File: config.mk
export PLATFORM = sky130hd
export DESIGN_NAME = multi_topic_timestamp_aligner_top
export DESIGN_NICKNAME = d
export VERILOG_FILES = /design/src/hdl/mtta_pkg.sv /design/src/hdl/mtta_dp.sv /design/src/hdl/mtta_ctrl.sv /design/src/hdl/multi_topic_timestamp_aligner_top.sv
export SDC_FILE = /design/constraint.sdc
export NUM_CORES = 2
export LEC_CHECK = 0
export BUFFER_PORTS_ARGS = -buffer_cell sky130_fd_sc_hd__clkbuf_2
export CAP_MARGIN = 20
export CORE_ASPECT_RATIO = 0.5
export CORE_MARGIN = 2
export CORE_UTILIZATION = 45
export CTS_BUF_LIST = sky130_fd_sc_hd__clkbuf_4 sky130_fd_sc_hd__clkbuf_8
export DETAILED_ROUTE_END_ITERATION = 6
export PLACE_DENSITY_LB_ADDON = 0.25
export SLEW_MARGIN = 40
export SYNTH_ARGS = -nofsm -noshare
export SYNTH_HDL_FRONTEND = slang
export SYNTH_SLANG_ARGS = --single-unit
File: constraint.sdc
create_clock -name clock -period 18.12 [get_ports clock]
set_clock_uncertainty 0.2 [all_clocks]
set_input_delay 0 -clock clock [delete_from_list [all_inputs] [get_ports clock]]
set_output_delay 0 -clock clock [all_outputs]
set_load 0.02 [all_outputs]
File: src/hdl/mtta_pkg.sv
// Shared types, codes and sizing constants of the multi-topic timestamp aligner.
// No dependencies; every other file of the block imports this package.
package mtta_pkg;

   localparam int MAX_BOUNDARIES  = 8;
   localparam int MAX_ODO_PENDING = 16;
   localparam int SLOT_FRAMES     = 3;
   localparam int FRAME_SLOTS     = MAX_BOUNDARIES * SLOT_FRAMES;
   localparam int BIDX_W  = (MAX_BOUNDARIES > 1) ? $clog2(MAX_BOUNDARIES) : 1;
   localparam int OIDX_W  = (MAX_ODO_PENDING > 1) ? $clog2(MAX_ODO_PENDING) : 1;
   localparam int FADDR_W = $clog2(FRAME_SLOTS);

   localparam logic [1:0] REQ_OBSERVE = 2'd0;
   localparam logic [1:0] REQ_START   = 2'd1;
   localparam logic [1:0] REQ_STOP    = 2'd2;
   localparam logic [1:0] REQ_FORCE   = 2'd3;

   localparam logic [2:0] TOPIC_COMMAND      = 3'd0;
   localparam logic [2:0] TOPIC_ODOMETRY     = 3'd1;
   localparam logic [2:0] TOPIC_SENSOR_FIRST = 3'd2;
   localparam logic [2:0] TOPIC_COUNT        = 3'd5;

   localparam logic [2:0] MODE_IDLE       = 3'd0;
   localparam logic [2:0] MODE_WAIT_START = 3'd1;
   localparam logic [2:0] MODE_RECORDING  = 3'd2;
   localparam logic [2:0] MODE_WAIT_FINAL = 3'd3;
   localparam logic [2:0] MODE_READY      = 3'd4;
   localparam logic [2:0] MODE_SAFE       = 3'd5;

   localparam logic [3:0] FAIL_NONE       = 4'd0;
   localparam logic [3:0] FAIL_CMD_TIME   = 4'd1;
   localparam logic [3:0] FAIL_ODO_DUP    = 4'd2;
   localparam logic [3:0] FAIL_ODO_FULL   = 4'd3;
   localparam logic [3:0] FAIL_TOPIC      = 4'd4;
   localparam logic [3:0] FAIL_ZERO_TIME  = 4'd5;
   localparam logic [3:0] FAIL_TIME_SKEW  = 4'd6;
   localparam logic [3:0] FAIL_STALE      = 4'd7;
   localparam logic [3:0] FAIL_DUP_TOPIC  = 4'd8;
   localparam logic [3:0] FAIL_BOUND_FULL = 4'd9;
   localparam logic [3:0] FAIL_EXTERNAL   = 4'd10;

   localparam logic [3:0] MASK_USED     = 4'b0001;
   localparam logic [3:0] MASK_COMPLETE = 4'b1111;

   typedef struct packed {
      logic [1:0]  req_type;
      logic [2:0]  topic;
      logic [63:0] log_time;
      logic [63:0] publish_time;
      logic [15:0] frame_tag;
   } req_item_type;

   typedef struct packed {
      logic        has_frame;
      logic [15:0] out_tag;
      logic [2:0]  out_topic;
      logic [63:0] out_time;
      logic        accepted;
      logic [2:0]  mode;
      logic [3:0]  fail_code;
      logic [31:0] late_drops;
      logic        last_item;
   } rsp_item_type;

   typedef enum logic [3:0] {
      OP_NONE, OP_LOAD, OP_DECODE, OP_OSCAN, OP_OWRITE, OP_BSCAN, OP_BWRITE,
      OP_CSCAN, OP_CSET, OP_DISCARD, OP_CMIN, OP_CRD, OP_CEMIT, OP_OMIN,
      OP_OEMIT, OP_FINISH
   } dp_op_type;

   typedef enum logic [1:0] {
      CLS_DONE, CLS_ODO, CLS_SENSOR
   } dec_cls_type;

   typedef struct packed {
      dec_cls_type cls;
      logic        scan_end;
      logic        hit;
      logic        fault;
      logic        done;
      logic        k_last;
      logic        first;
   } dp_status_type;

endpackage

File: src/hdl/mtta_dp.sv
// Datapath of the aligner: mode and fault registers, boundary and odometry tables,
// scan logic, pending frame and result register. Depends on mtta_pkg.
module mtta_dp (
   input  logic                   clock,
   input  logic                   reset,
   input  mtta_pkg::dp_op_type    cmd,
   input  mtta_pkg::req_item_type req_data,
   input  logic                   rsp_stall,
   output mtta_pkg::dp_status_type status,
   output logic                   rsp_valid,
   output mtta_pkg::rsp_item_type rsp_data
);
   import mtta_pkg::*;

   typedef struct packed {
      logic [15:0] tag;
      logic [2:0]  topic;
      logic [63:0] stamp;
   } frame_type;

   req_item_type item_ff, item_in;
   logic [2:0]   mode_ff, mode_in;
   logic [63:0]  lastb_ff, lastb_in;
   logic [31:0]  late_ff, late_in;
   logic [3:0]   fault_ff, fault_in;
   logic         acc_ff, acc_in;

   logic [63:0] bound_time_mem [MAX_BOUNDARIES];
   logic [3:0]  bmask_ff [MAX_BOUNDARIES];
   logic [3:0]  bmask_in [MAX_BOUNDARIES];
   logic [18:0] frames_mem [FRAME_SLOTS];
   logic [63:0] odo_time_mem [MAX_ODO_PENDING];
   logic [15:0] odo_tag_mem [MAX_ODO_PENDING];
   logic [MAX_ODO_PENDING-1:0] ovalid_ff, ovalid_in;

   logic [BIDX_W-1:0] bidx_ff, bidx_in, sel_b_ff, sel_b_in, free_b_ff, free_b_in;
   logic [OIDX_W-1:0] oidx_ff, oidx_in, sel_o_ff, sel_o_in, free_o_ff, free_o_in;
   logic              hit_ff, hit_in, free_found_ff, free_found_in, dup_ff, dup_in;
   logic [63:0]       sel_time_ff, sel_time_in, t_ff, t_in;
   logic [15:0]       sel_tag_ff, sel_tag_in;
   logic [1:0]        k_ff, k_in;
   logic [18:0]       rd_ff;
   logic              pend_valid_ff, pend_valid_in, out_valid_ff, out_valid_in;
   frame_type         pend_ff, pend_in, push_frame;
   rsp_item_type      out_ff, out_in;

   logic               bt_we, fr_we, od_we, rd_en;
   logic [BIDX_W-1:0]  bt_addr;
   logic [FADDR_W-1:0] fr_addr, rd_addr;
   logic [18:0]        fr_data;
   logic [OIDX_W-1:0]  od_addr;

   logic               fail_req;
   logic [3:0]         fail_cd;
   logic               push_req;
   dp_status_type      st;

   logic [63:0] cur_btime, cur_otime;
   logic [3:0]  cur_bmask, sel_mask, bitmask;
   logic [15:0] cur_otag;
   logic        cur_oval, b_first, o_first, b_last, o_last, out_free;
   logic        hit_b, hit_o, free_b_seen, free_o_seen, dup_seen;
   logic [1:0]  bitpos, sel_cnt;
   logic        lt_zero, lt_skew, lt_stale, mode_active;

   function automatic logic [1:0] frame_count(input logic [3:0] m);
      frame_count = 2'({1'b0, m[1]} + {1'b0, m[2]} + {1'b0, m[3]});
   endfunction

   function automatic rsp_item_type make_rsp(input frame_type f, input logic has,
                                              input logic last, input logic acc,
                                              input logic [2:0] md, input logic [3:0] fc,
                                              input logic [31:0] late);
      rsp_item_type r;
      r.has_frame  = has;
      r.out_tag    = has ? f.tag : 16'd0;
      r.out_topic  = has ? f.topic : 3'd0;
      r.out_time   = has ? f.stamp : 64'd0;
      r.accepted   = acc;
      r.mode       = md;
      r.fail_code  = fc;
      r.late_drops = late;
      r.last_item  = last;
      make_rsp = r;
   endfunction

   assign cur_btime   = bound_time_mem[bidx_ff];
   assign cur_bmask   = bmask_ff[bidx_ff];
   assign cur_otime   = odo_time_mem[oidx_ff];
   assign cur_otag    = odo_tag_mem[oidx_ff];
   assign cur_oval    = ovalid_ff[oidx_ff];
   assign sel_mask    = bmask_ff[sel_b_ff];
   assign sel_cnt     = frame_count(sel_mask);
   assign b_first     = (bidx_ff == '0);
   assign o_first     = (oidx_ff == '0);
   assign b_last      = (bidx_ff == BIDX_W'(MAX_BOUNDARIES - 1));
   assign o_last      = (oidx_ff == OIDX_W'(MAX_ODO_PENDING - 1));
   // scan flags restart at the first entry of every scan
   assign hit_b       = b_first ? 1'b0 : hit_ff;
   assign hit_o       = o_first ? 1'b0 : hit_ff;
   assign free_b_seen = b_first ? 1'b0 : free_found_ff;
   assign free_o_seen = o_first ? 1'b0 : free_found_ff;
   assign dup_seen    = o_first ? 1'b0 : dup_ff;
   assign bitpos      = 2'(item_ff.topic - 3'd1);
   assign bitmask     = 4'b0001 << bitpos;
   assign lt_zero     = (item_ff.log_time == 64'd0);
   assign lt_skew     = (item_ff.log_time != item_ff.publish_time);
   assign lt_stale    = (item_ff.log_time <= lastb_ff);
   assign mode_active = (mode_ff == MODE_WAIT_START) || (mode_ff == MODE_RECORDING) ||
                        (mode_ff == MODE_WAIT_FINAL);
   assign out_free    = !out_valid_ff || !rsp_stall;

   always_comb begin
      item_in       = item_ff;
      mode_in       = mode_ff;
      lastb_in      = lastb_ff;
      late_in       = late_ff;
      fault_in      = fault_ff;
      acc_in        = acc_ff;
      bmask_in      = bmask_ff;
      ovalid_in     = ovalid_ff;
      bidx_in       = bidx_ff;
      oidx_in       = oidx_ff;
      sel_b_in      = sel_b_ff;
      free_b_in     = free_b_ff;
      sel_o_in      = sel_o_ff;
      free_o_in     = free_o_ff;
      hit_in        = hit_ff;
      free_found_in = free_found_ff;
      dup_in        = dup_ff;
      sel_time_in   = sel_time_ff;
      t_in          = t_ff;
      sel_tag_in    = sel_tag_ff;
      k_in          = k_ff;
      pend_valid_in = pend_valid_ff;
      pend_in       = pend_ff;
      out_valid_in  = rsp_stall ? out_valid_ff : 1'b0;
      out_in        = out_ff;
      bt_we         = 1'b0;
      bt_addr       = free_b_ff;
      fr_we         = 1'b0;
      fr_addr       = FADDR_W'(FADDR_W'(free_b_ff) * FADDR_W'(SLOT_FRAMES));
      fr_data       = {item_ff.topic, item_ff.frame_tag};
      od_we         = 1'b0;
      od_addr       = free_o_ff;
      rd_en         = 1'b0;
      rd_addr       = FADDR_W'(FADDR_W'(sel_b_ff) * FADDR_W'(SLOT_FRAMES) + FADDR_W'(k_ff));
      fail_req      = 1'b0;
      fail_cd       = FAIL_NONE;
      push_req      = 1'b0;
      push_frame    = '0;
      st            = '0;
      st.cls        = CLS_DONE;

      case (cmd)
         OP_LOAD: begin
            item_in = req_data;
            acc_in  = 1'b0;
            bidx_in = '0;
            oidx_in = '0;
         end
         OP_DECODE: begin
            unique case (item_ff.req_type)
               REQ_START: begin
                  if (mode_ff == MODE_IDLE) begin
                     mode_in = MODE_WAIT_START;
                     acc_in  = 1'b1;
                  end
               end
               REQ_STOP: begin
                  if (mode_ff == MODE_RECORDING) begin
                     mode_in = MODE_WAIT_FINAL;
                     acc_in  = 1'b1;
                  end
               end
               REQ_FORCE: begin
                  fail_req = 1'b1;
                  fail_cd  = FAIL_EXTERNAL;
               end
               default: begin
                  if (mode_active) begin
                     if (item_ff.topic < TOPIC_SENSOR_FIRST) begin
                        if (lt_zero || lt_skew) begin
                           fail_req = 1'b1;
                           fail_cd  = FAIL_CMD_TIME;
                        end else if (mode_ff != MODE_WAIT_START) begin
                           if (item_ff.topic == TOPIC_COMMAND) begin
                              pend_valid_in = 1'b1;
                              pend_in       = '{tag: item_ff.frame_tag,
                                                topic: TOPIC_COMMAND,
                                                stamp: item_ff.log_time};
                           end else if (lt_stale) begin
                              if (late_ff != '1) late_in = late_ff + 32'd1;
                           end else begin
                              st.cls = CLS_ODO;
                           end
                        end
                     end else if (item_ff.topic >= TOPIC_COUNT) begin
                        fail_req = 1'b1;
                        fail_cd  = FAIL_TOPIC;
                     end else if (lt_zero) begin
                        fail_req = 1'b1;
                        fail_cd  = FAIL_ZERO_TIME;
                     end else if (lt_skew) begin
                        fail_req = 1'b1;
                        fail_cd  = FAIL_TIME_SKEW;
                     end else if (lt_stale) begin
                        fail_req = 1'b1;
                        fail_cd  = FAIL_STALE;
                     end else begin
                        st.cls = CLS_SENSOR;
                     end
                  end
               end
            endcase
         end
         OP_OSCAN: begin
            dup_in        = dup_seen;
            free_found_in = free_o_seen;
            if (cur_oval) begin
               if (cur_otime == item_ff.log_time) dup_in = 1'b1;
            end else if (!free_o_seen) begin
               free_found_in = 1'b1;
               free_o_in     = oidx_ff;
            end
            st.scan_end = o_last;
            oidx_in     = o_last ? '0 : oidx_ff + 1'b1;
         end
         OP_OWRITE: begin
            if (dup_ff) begin
               fail_req = 1'b1;
               fail_cd  = FAIL_ODO_DUP;
            end else if (!free_found_ff) begin
               fail_req = 1'b1;
               fail_cd  = FAIL_ODO_FULL;
            end else begin
               od_we                = 1'b1;
               ovalid_in[free_o_ff] = 1'b1;
            end
         end
         OP_BSCAN: begin
            hit_in        = hit_b;
            free_found_in = free_b_seen;
            if (cur_bmask[0]) begin
               if (cur_btime == item_ff.log_time) begin
                  hit_in   = 1'b1;
                  sel_b_in = bidx_ff;
               end
            end else if (!free_b_seen) begin
               free_found_in = 1'b1;
               free_b_in     = bidx_ff;
            end
            st.scan_end = b_last;
            bidx_in     = b_last ? '0 : bidx_ff + 1'b1;
         end
         OP_BWRITE: begin
            if (hit_ff) begin
               if ((sel_mask & bitmask) != 4'd0) begin
                  fail_req = 1'b1;
                  fail_cd  = FAIL_DUP_TOPIC;
               end else begin
                  fr_we              = 1'b1;
                  fr_addr            = FADDR_W'(FADDR_W'(sel_b_ff) * FADDR_W'(SLOT_FRAMES)
                                       + FADDR_W'(sel_cnt));
                  bmask_in[sel_b_ff] = sel_mask | bitmask;
               end
            end else if (!free_found_ff) begin
               fail_req = 1'b1;
               fail_cd  = FAIL_BOUND_FULL;
            end else begin
               bt_we               = 1'b1;
               fr_we               = 1'b1;
               bmask_in[free_b_ff] = MASK_USED | bitmask;
            end
            st.fault = fail_req;
         end
         OP_CSCAN: begin
            // oldest boundary that holds all three sensors
            hit_in = hit_b;
            if (cur_bmask == MASK_COMPLETE && (!hit_b || cur_btime < sel_time_ff)) begin
               hit_in      = 1'b1;
               sel_b_in    = bidx_ff;
               sel_time_in = cur_btime;
            end
            st.scan_end = b_last;
            st.hit      = hit_in;
            bidx_in     = b_last ? '0 : bidx_ff + 1'b1;
         end
         OP_CSET: begin
            t_in     = sel_time_ff;
            st.first = (lastb_ff == 64'd0);
            if (mode_ff == MODE_WAIT_START) mode_in = MODE_RECORDING;
            else if (mode_ff == MODE_WAIT_FINAL) mode_in = MODE_READY;
         end
         OP_DISCARD: begin
            if (cur_bmask[0] && cur_btime < t_ff) bmask_in[bidx_ff] = 4'd0;
            st.scan_end = b_last;
            bidx_in     = b_last ? '0 : bidx_ff + 1'b1;
         end
         OP_CMIN: begin
            hit_in = hit_b;
            if (cur_bmask[0] && cur_btime <= t_ff && (!hit_b || cur_btime < sel_time_ff)) begin
               hit_in      = 1'b1;
               sel_b_in    = bidx_ff;
               sel_time_in = cur_btime;
            end
            k_in        = 2'd0;
            st.scan_end = b_last;
            st.hit      = hit_in;
            bidx_in     = b_last ? '0 : bidx_ff + 1'b1;
         end
         OP_CRD: begin
            rd_en = 1'b1;
         end
         OP_CEMIT: begin
            push_req   = 1'b1;
            push_frame = '{tag: rd_ff[15:0], topic: rd_ff[18:16], stamp: sel_time_ff};
         end
         OP_OMIN: begin
            hit_in = hit_o;
            if (cur_oval && cur_otime <= t_ff && (!hit_o || cur_otime < sel_time_ff)) begin
               hit_in      = 1'b1;
               sel_o_in    = oidx_ff;
               sel_time_in = cur_otime;
               sel_tag_in  = cur_otag;
            end
            if (o_last && !hit_in) lastb_in = t_ff;
            st.scan_end = o_last;
            st.hit      = hit_in;
            oidx_in     = o_last ? '0 : oidx_ff + 1'b1;
         end
         OP_OEMIT: begin
            push_req   = 1'b1;
            push_frame = '{tag: sel_tag_ff, topic: TOPIC_ODOMETRY, stamp: sel_time_ff};
         end
         OP_FINISH: begin
            if (out_free) begin
               out_in        = make_rsp(pend_ff, pend_valid_ff, 1'b1, acc_ff, mode_ff,
                                        fault_ff, late_ff);
               out_valid_in  = 1'b1;
               pend_valid_in = 1'b0;
               st.done       = 1'b1;
            end
         end
         default: begin
         end
      endcase

      // hold one frame back so the final one can carry the last-item mark
      if (push_req) begin
         if (!pend_valid_ff) begin
            pend_valid_in = 1'b1;
            pend_in       = push_frame;
            st.done       = 1'b1;
         end else if (out_free) begin
            out_in       = make_rsp(pend_ff, 1'b1, 1'b0, acc_ff, mode_ff, fault_ff, late_ff);
            out_valid_in = 1'b1;
            pend_in      = push_frame;
            st.done      = 1'b1;
         end
      end

      if (cmd == OP_CEMIT && st.done) begin
         k_in = k_ff + 2'd1;
         if (k_ff == sel_cnt - 2'd1) begin
            st.k_last          = 1'b1;
            bmask_in[sel_b_ff] = 4'd0;
         end
      end
      if (cmd == OP_OEMIT && st.done) ovalid_in[sel_o_ff] = 1'b0;

      if (fail_req) begin
         for (int i = 0; i < MAX_BOUNDARIES; i++) bmask_in[i] = 4'd0;
         ovalid_in = '0;
         fault_in  = fail_cd;
         mode_in   = MODE_SAFE;
      end
   end

   always_ff @(posedge clock) begin
      if (reset) begin
         mode_ff       <= MODE_IDLE;
         lastb_ff      <= 64'd0;
         late_ff       <= 32'd0;
         fault_ff      <= FAIL_NONE;
         acc_ff        <= 1'b0;
         ovalid_ff     <= '0;
         bidx_ff       <= '0;
         oidx_ff       <= '0;
         hit_ff        <= 1'b0;
         free_found_ff <= 1'b0;
         dup_ff        <= 1'b0;
         k_ff          <= 2'd0;
         pend_valid_ff <= 1'b0;
         out_valid_ff  <= 1'b0;
         for (int i = 0; i < MAX_BOUNDARIES; i++) bmask_ff[i] <= 4'd0;
      end else begin
         mode_ff       <= mode_in;
         lastb_ff      <= lastb_in;
         late_ff       <= late_in;
         fault_ff      <= fault_in;
         acc_ff        <= acc_in;
         ovalid_ff     <= ovalid_in;
         bidx_ff       <= bidx_in;
         oidx_ff       <= oidx_in;
         hit_ff        <= hit_in;
         free_found_ff <= free_found_in;
         dup_ff        <= dup_in;
         k_ff          <= k_in;
         pend_valid_ff <= pend_valid_in;
         out_valid_ff  <= out_valid_in;
         for (int i = 0; i < MAX_BOUNDARIES; i++) bmask_ff[i] <= bmask_in[i];
      end
   end

   always_ff @(posedge clock) begin
      item_ff     <= item_in;
      sel_b_ff    <= sel_b_in;
      free_b_ff   <= free_b_in;
      sel_o_ff    <= sel_o_in;
      free_o_ff   <= free_o_in;
      sel_time_ff <= sel_time_in;
      t_ff        <= t_in;
      sel_tag_ff  <= sel_tag_in;
      pend_ff     <= pend_in;
      out_ff      <= out_in;
   end

   always_ff @(posedge clock) begin
      if (bt_we) bound_time_mem[bt_addr] <= item_ff.log_time;
      if (fr_we) frames_mem[fr_addr] <= fr_data;
      if (od_we) begin
         odo_time_mem[od_addr] <= item_ff.log_time;
         odo_tag_mem[od_addr]  <= item_ff.frame_tag;
      end
      if (rd_en) rd_ff <= frames_mem[rd_addr];
   end

   assign status    = st;
   assign rsp_valid = out_valid_ff;
   assign rsp_data  = out_ff;

endmodule

File: src/hdl/mtta_ctrl.sv
// Sequencer of the aligner: walks each request through decode, table scans,
// commit and result delivery by issuing datapath operations. Depends on mtta_pkg.
module mtta_ctrl (
   input  logic                    clock,
   input  logic                    reset,
   input  logic                    req_valid,
   input  mtta_pkg::dp_status_type status,
   output logic                    req_stall,
   output mtta_pkg::dp_op_type     cmd
);
   import mtta_pkg::*;

   typedef enum logic [3:0] {
      S_IDLE, S_DECODE, S_OSCAN, S_OWRITE, S_BSCAN, S_BWRITE, S_CSCAN, S_CSET,
      S_DISCARD, S_CMIN, S_CRD, S_CEMIT, S_OMIN, S_OEMIT, S_FINISH
   } state_type;

   state_type state_ff, state_in;

   always_comb begin
      state_in = state_ff;
      cmd      = OP_NONE;
      unique case (state_ff)
         S_IDLE: begin
            if (req_valid) begin
               cmd      = OP_LOAD;
               state_in = S_DECODE;
            end
         end
         S_DECODE: begin
            cmd = OP_DECODE;
            unique case (status.cls)
               CLS_ODO:    state_in = S_OSCAN;
               CLS_SENSOR: state_in = S_BSCAN;
               default:    state_in = S_FINISH;
            endcase
         end
         S_OSCAN: begin
            cmd = OP_OSCAN;
            if (status.scan_end) state_in = S_OWRITE;
         end
         S_OWRITE: begin
            cmd      = OP_OWRITE;
            state_in = S_FINISH;
         end
         S_BSCAN: begin
            cmd = OP_BSCAN;
            if (status.scan_end) state_in = S_BWRITE;
         end
         S_BWRITE: begin
            cmd      = OP_BWRITE;
            state_in = status.fault ? S_FINISH : S_CSCAN;
         end
         S_CSCAN: begin
            cmd = OP_CSCAN;
            if (status.scan_end) state_in = status.hit ? S_CSET : S_FINISH;
         end
         S_CSET: begin
            cmd      = OP_CSET;
            state_in = status.first ? S_DISCARD : S_CMIN;
         end
         S_DISCARD: begin
            cmd = OP_DISCARD;
            if (status.scan_end) state_in = S_CMIN;
         end
         S_CMIN: begin
            cmd = OP_CMIN;
            if (status.scan_end) state_in = status.hit ? S_CRD : S_OMIN;
         end
         S_CRD: begin
            cmd      = OP_CRD;
            state_in = S_CEMIT;
         end
         S_CEMIT: begin
            cmd = OP_CEMIT;
            if (status.done) state_in = status.k_last ? S_CMIN : S_CRD;
         end
         S_OMIN: begin
            cmd = OP_OMIN;
            if (status.scan_end) state_in = status.hit ? S_OEMIT : S_FINISH;
         end
         S_OEMIT: begin
            cmd = OP_OEMIT;
            if (status.done) state_in = S_OMIN;
         end
         S_FINISH: begin
            cmd = OP_FINISH;
            if (status.done) state_in = S_IDLE;
         end
         default: state_in = S_IDLE;
      endcase
   end

   always_ff @(posedge clock) begin
      if (reset) begin
         state_ff <= S_IDLE;
      end else begin
         state_ff <= state_in;
      end
   end

   assign req_stall = (state_ff != S_IDLE);

endmodule

File: src/hdl/multi_topic_timestamp_aligner_top.sv
// Top level of the multi-topic timestamp aligner: sequencer plus datapath.
// Depends on mtta_pkg, mtta_ctrl and mtta_dp.
//
// Recording window that lines up frames of five topics by log timestamp. Each
// request (observe, start, stop, force safe stop) gives one or more results on
// the rsp channel; the final result of a request carries last_item, and a
// request that emits no frame still gives one status-only result. Sensor
// topics 2..4 gather in an 8-entry boundary table; the oldest boundary with all
// three sensors commits itself and every older boundary (on the very first
// commit older ones are discarded instead), then every buffered odometry frame
// at or before it, in timestamp order. Any fault clears both tables, latches
// fail_code and parks the block in safe stop until reset.
// Requests are taken one at a time. Start, stop, force, ignored, dropped and late
// frames and decode faults pass through load, decode and finish. A buffered
// odometry frame adds one pass over the 16-entry odometry table, then the
// write. A sensor frame adds one pass over the boundary table to place it and,
// unless placing it faults, one pass to look for a complete boundary. A commit
// adds the set step, a discard pass on the very first commit, one pass over the
// boundary table per committed boundary plus a closing pass, a read and an emit
// step per sensor frame, one pass over the odometry table per committed
// odometry frame plus a closing pass, and an emit step per odometry frame. Every
// table entry is visited in its own cycle. A stalled result channel holds the
// finish step, and each emitted frame that must push out the held-back one,
// until the output register is free. Results sit in an output register, so a
// new request is taken while the last result of the previous one still waits.
module multi_topic_timestamp_aligner_top (
   input  logic                   clock,
   input  logic                   reset,
   input  logic                   req_valid,
   output logic                   req_stall,
   input  mtta_pkg::req_item_type req_data,
   output logic                   rsp_valid,
   input  logic                   rsp_stall,
   output mtta_pkg::rsp_item_type rsp_data
);
   import mtta_pkg::*;

   dp_op_type     cmd;
   dp_status_type status;

   // sequencer: hold requests off while one is in flight
   mtta_ctrl u_ctrl (
      .clock     (clock),
      .reset     (reset),
      .req_valid (req_valid),
      .status    (status),
      .req_stall (req_stall),
      .cmd       (cmd)
   );

   // datapath: tables, scans and result register
   mtta_dp u_dp (
      .clock     (clock),
      .reset     (reset),
      .cmd       (cmd),
      .req_data  (req_data),
      .rsp_stall (rsp_stall),
      .status    (status),
      .rsp_valid (rsp_valid),
      .rsp_data  (rsp_data)
   );

   // a latched fault and safe stop always go together
   assert property (@(posedge clock) disable iff (reset)
      rsp_valid |-> ((rsp_data.fail_code != FAIL_NONE) == (rsp_data.mode == MODE_SAFE)))
      else $error("fail code and safe stop disagree");

   // a status-only result always closes its request
   assert property (@(posedge clock) disable iff (reset)
      rsp_valid && !rsp_data.has_frame |-> rsp_data.last_item)
      else $error("status-only result not marked last");

   // accepted start or stop never comes with a frame
   assert property (@(posedge clock) disable iff (reset)
      rsp_valid && rsp_data.accepted |-> !rsp_data.has_frame)
      else $error("frame emitted on an accepted start or stop");

   // emitted frames name a real topic
   assert property (@(posedge clock) disable iff (reset)
      rsp_valid && rsp_data.has_frame |-> rsp_data.out_topic < TOPIC_COUNT)
      else $error("frame with out-of-range topic");

endmodule
==> run metrics <==
Vias/cell 6.06; die height 376 um; most frequent cells after synthesis edfxtp_1 (2574), mux4_2 (642), nor2_1 (415); Antenna Nets Post-Route 0; final worst slack 9.40 ns; post-synth top area share 0.622; routed wire length 396 mm; dpl hpwl roughly 250 mm; crit end category register; pre-CTS setup slack between 9 and 10 ns; crit-path max cell delay 0.80 ns; final hold vios 0; post-synthesis average cell area 17.0 um^2; Slew HR 0.351; register area share after synthesis 0.684; H-Tree Level Count 5; highest clock rate roughly 110 MHz; Final #Nets 8856; Post-synth EDFFs 2574; Max Cap Violations 0; worst path cell trace buf_12 > buf_12 > buf_6 > buf_4 > mux4_2 > mux4_2 > ha_1 > nand4_1 > nor4_1 > nand4_1 > a31oi_1 > nor3_1 > and4_1 > nor3_1 > nor2b_4 > buf_6 > mux2i_1; FF+latch count, synth 2959; postcts setup bufs 0; Detailed Route Iter0 Violations 9680; grt ovf 0; CP max FO a little under 80; Area Overhead vs Synth 16.3%; Static Leakage 49.0 nW; largest net degree at the start of global routing 167; Final Setup Violations 0; vias in the first global route ~74000; worst-margin pin slew 0.964 ns; critical path class register to register; CTS Root Cell clkbuf_8; routed len/inst 32.1 um; CTS buffer count 418; hold crit path type input port to register; Buffers on Ports between 200 and 300; post-cts resize count 0; share of cells above drive strength 1 0.239; standard-cell row count about 140; cell with the most instances after synthesis edfxtp_1; total I/O pin count 280; Post-Syn Nets about 7800; Mapped Cells 7312; clk sinks 2959; Peak VDD IR roughly 83 uV; status finished, final reports clean; Skew-Pair Late Insertion Delay 1.08 ns; Ys Warns 0; Main synth FF type edfxtp_1; Initial Utilization 0.452; post-layout min period 8.72 ns; CTS tree built; Cell variety after synth 85; Max Buffers Root-to-Sink 4; Synth area leader edfxtp_1; Cell Area, Synth 124000 um^2; die area about 280000 um^2; RSZ-0062 raised after global routing no; Tot GR Track Use 0.277; placer congestion estimate 1.02; Die X-Extent approximately 750 um; initial antenna violation count 24; Final Max Slew Viols 0; pwr dens 118 nW/um^2; core box area approximately 270000 um^2; Post-synth ARST share 0; crit start category register; DRC Markers 0; Clk pin slew, worst setup/hold paths 0.07 ns; Synth area leaders edfxtp_1 (62%), mux4_2 (12%), dfxtp_1 (6.2%); drt pass-1 iters 6; first-pass GRT wire length 553 mm; via count 74863; final worst path period share 0.481; CP required 18.91 ns; setup_tns 0 ns; Worst EP arrival about 9.5 ns; slowest CP cell nor3_1
final cells by class:
class | count | area, um^2
inverters | 315 | 1180
clock inverters | 158 | 1060
fillers | 21988 | 130000
clock buffers | 593 | 7280
multi-input cells | 3659 | 37000
well taps | 3657 | 4580
flip-flops and latches | 2959 | 85000
diodes | 18 | 45.0
repair buffers | 1000 | 8440
logic make-up (layout without fill, tap and decap cells):
logic type	after synthesis	count (layout)	share of synthesized area
compound gates	1012	1012	0.0545
flops	2959	2959	0.684
xor+xnor	175	175	0.0123
other cells	0	18	0
simple gates	1143	1143	0.0456
mux	979	979	0.145
fa+ha+maj	350	350	0.0355
buf+inv	694	2066	0.0232
critical path, delay by kind of cell (launching register included):
kind	cells	cell delay, ns
adder cells (fa/ha/maj)	1	0.34
buffers and inverters	5	2.64
multiplexers	3	1.44
AND/OR/NAND/NOR	7	2.68
AO/OA/AOI/OAI	1	0.42
flip-flops	1	0.66
metal layers:
metal / track usage / up-vias / wire length, um
met5: 0 / - / 75
met4: 0.117 / 12 / 19100
met1: 0.389 / 38872 / 163000
met2: 0.426 / 3849 / 179000
li1: - / 31272 / -
met3: 0.0529 / 858 / 34900
through the flow:
step           instances  area, um^2  hold slack (ns)  utilization  power, mW
6_report           12359      145000           0.0302        0.526       17.0
4_1_cts            12336      144000          0.00283        0.525       17.0
3_3_place_gp       11110      131000          -0.0237        0.477       11.6
3_5_place_dp       11136      132000          -0.0214        0.479       11.6
5_1_grt            12345      145000          0.00820        0.526       17.6
2_1_floorplan       7312      124000           -0.101            -       10.2
state kept, by name (all words and copies together), names as in the netlist, 16 cells and up, named ones only:
name	flops
u_dp.frames_mem	456
u_dp.sel_tag_ff	16
u_dp.bound_time_mem	512
u_dp.late_ff	32
u_dp.odo_time_mem	1024
u_dp.rd_ff	19
u_dp.odo_tag_mem	256
u_dp.t_ff	64
u_dp.sel_time_ff	64
u_dp.rsp_data	125
u_dp.bmask_ff	32
u_dp.fr_data	19
u_dp.pend_ff	83
u_dp.ovalid_ff	16
u_dp.item_ff	130
u_dp.lastb_ff	64
repair_timing:
action / in CTS / in global routing
hold endpoints to repair: 637 / 0
setup endpoints to repair: 0 / 0
hold buffers: 449 / 0
power breakdown:
group	switching (mW)	leakage [nW]	total, mW	internal, mW
logic	2.21	18.3	3.35	1.14
clock network	2.63	4.41	5.38	2.75
registers	0.266	26.3	8.28	8.02
final timing paths:
kind	end	slack, ns	cells past startpoint	startpoint
min	u_dp.item_ff[54]	0.03	3	req_valid
min reg2reg	u_dp.rsp_data[0]	0.25	2	u_dp.rsp_data[0]
max	u_dp.lastb_ff[50]	9.40	17	register
max reg2reg	u_dp.lastb_ff[50]	9.40	17	register
cell usage in the layout, fill, tap and decap left out, types with 38 or more instances in the layout:
| master | n |
|---|---|
| nor2_1 | 369 |
| a21oi_1 | 334 |
| inv_1 | 309 |
| nand4_1 | 109 |
| a22o_1 | 87 |
| dlygate4sd3_1 | 448 |
| nand3_1 | 64 |
| clkbuf_8 | 452 |
| mux2_2 | 83 |
| clkbuf_4 | 141 |
| o21ai_0 | 112 |
| ha_1 | 344 |
| clkinv_2 | 42 |
| dfxtp_1 | 373 |
| xnor2_1 | 121 |
| clkbuf_2 | 278 |
| a211oi_1 | 65 |
| clkinv_1 | 85 |
| a21o_1 | 108 |
| mux2i_1 | 229 |
| edfxtp_1 | 2574 |
| buf_4 | 213 |
| nor2_4 | 38 |
| nand2_1 | 165 |
| nand2b_1 | 142 |
| mux4_2 | 642 |
| nor4_1 | 65 |
| xor2_1 | 50 |
Note: power is estimated with default switching activity, not from simulation.
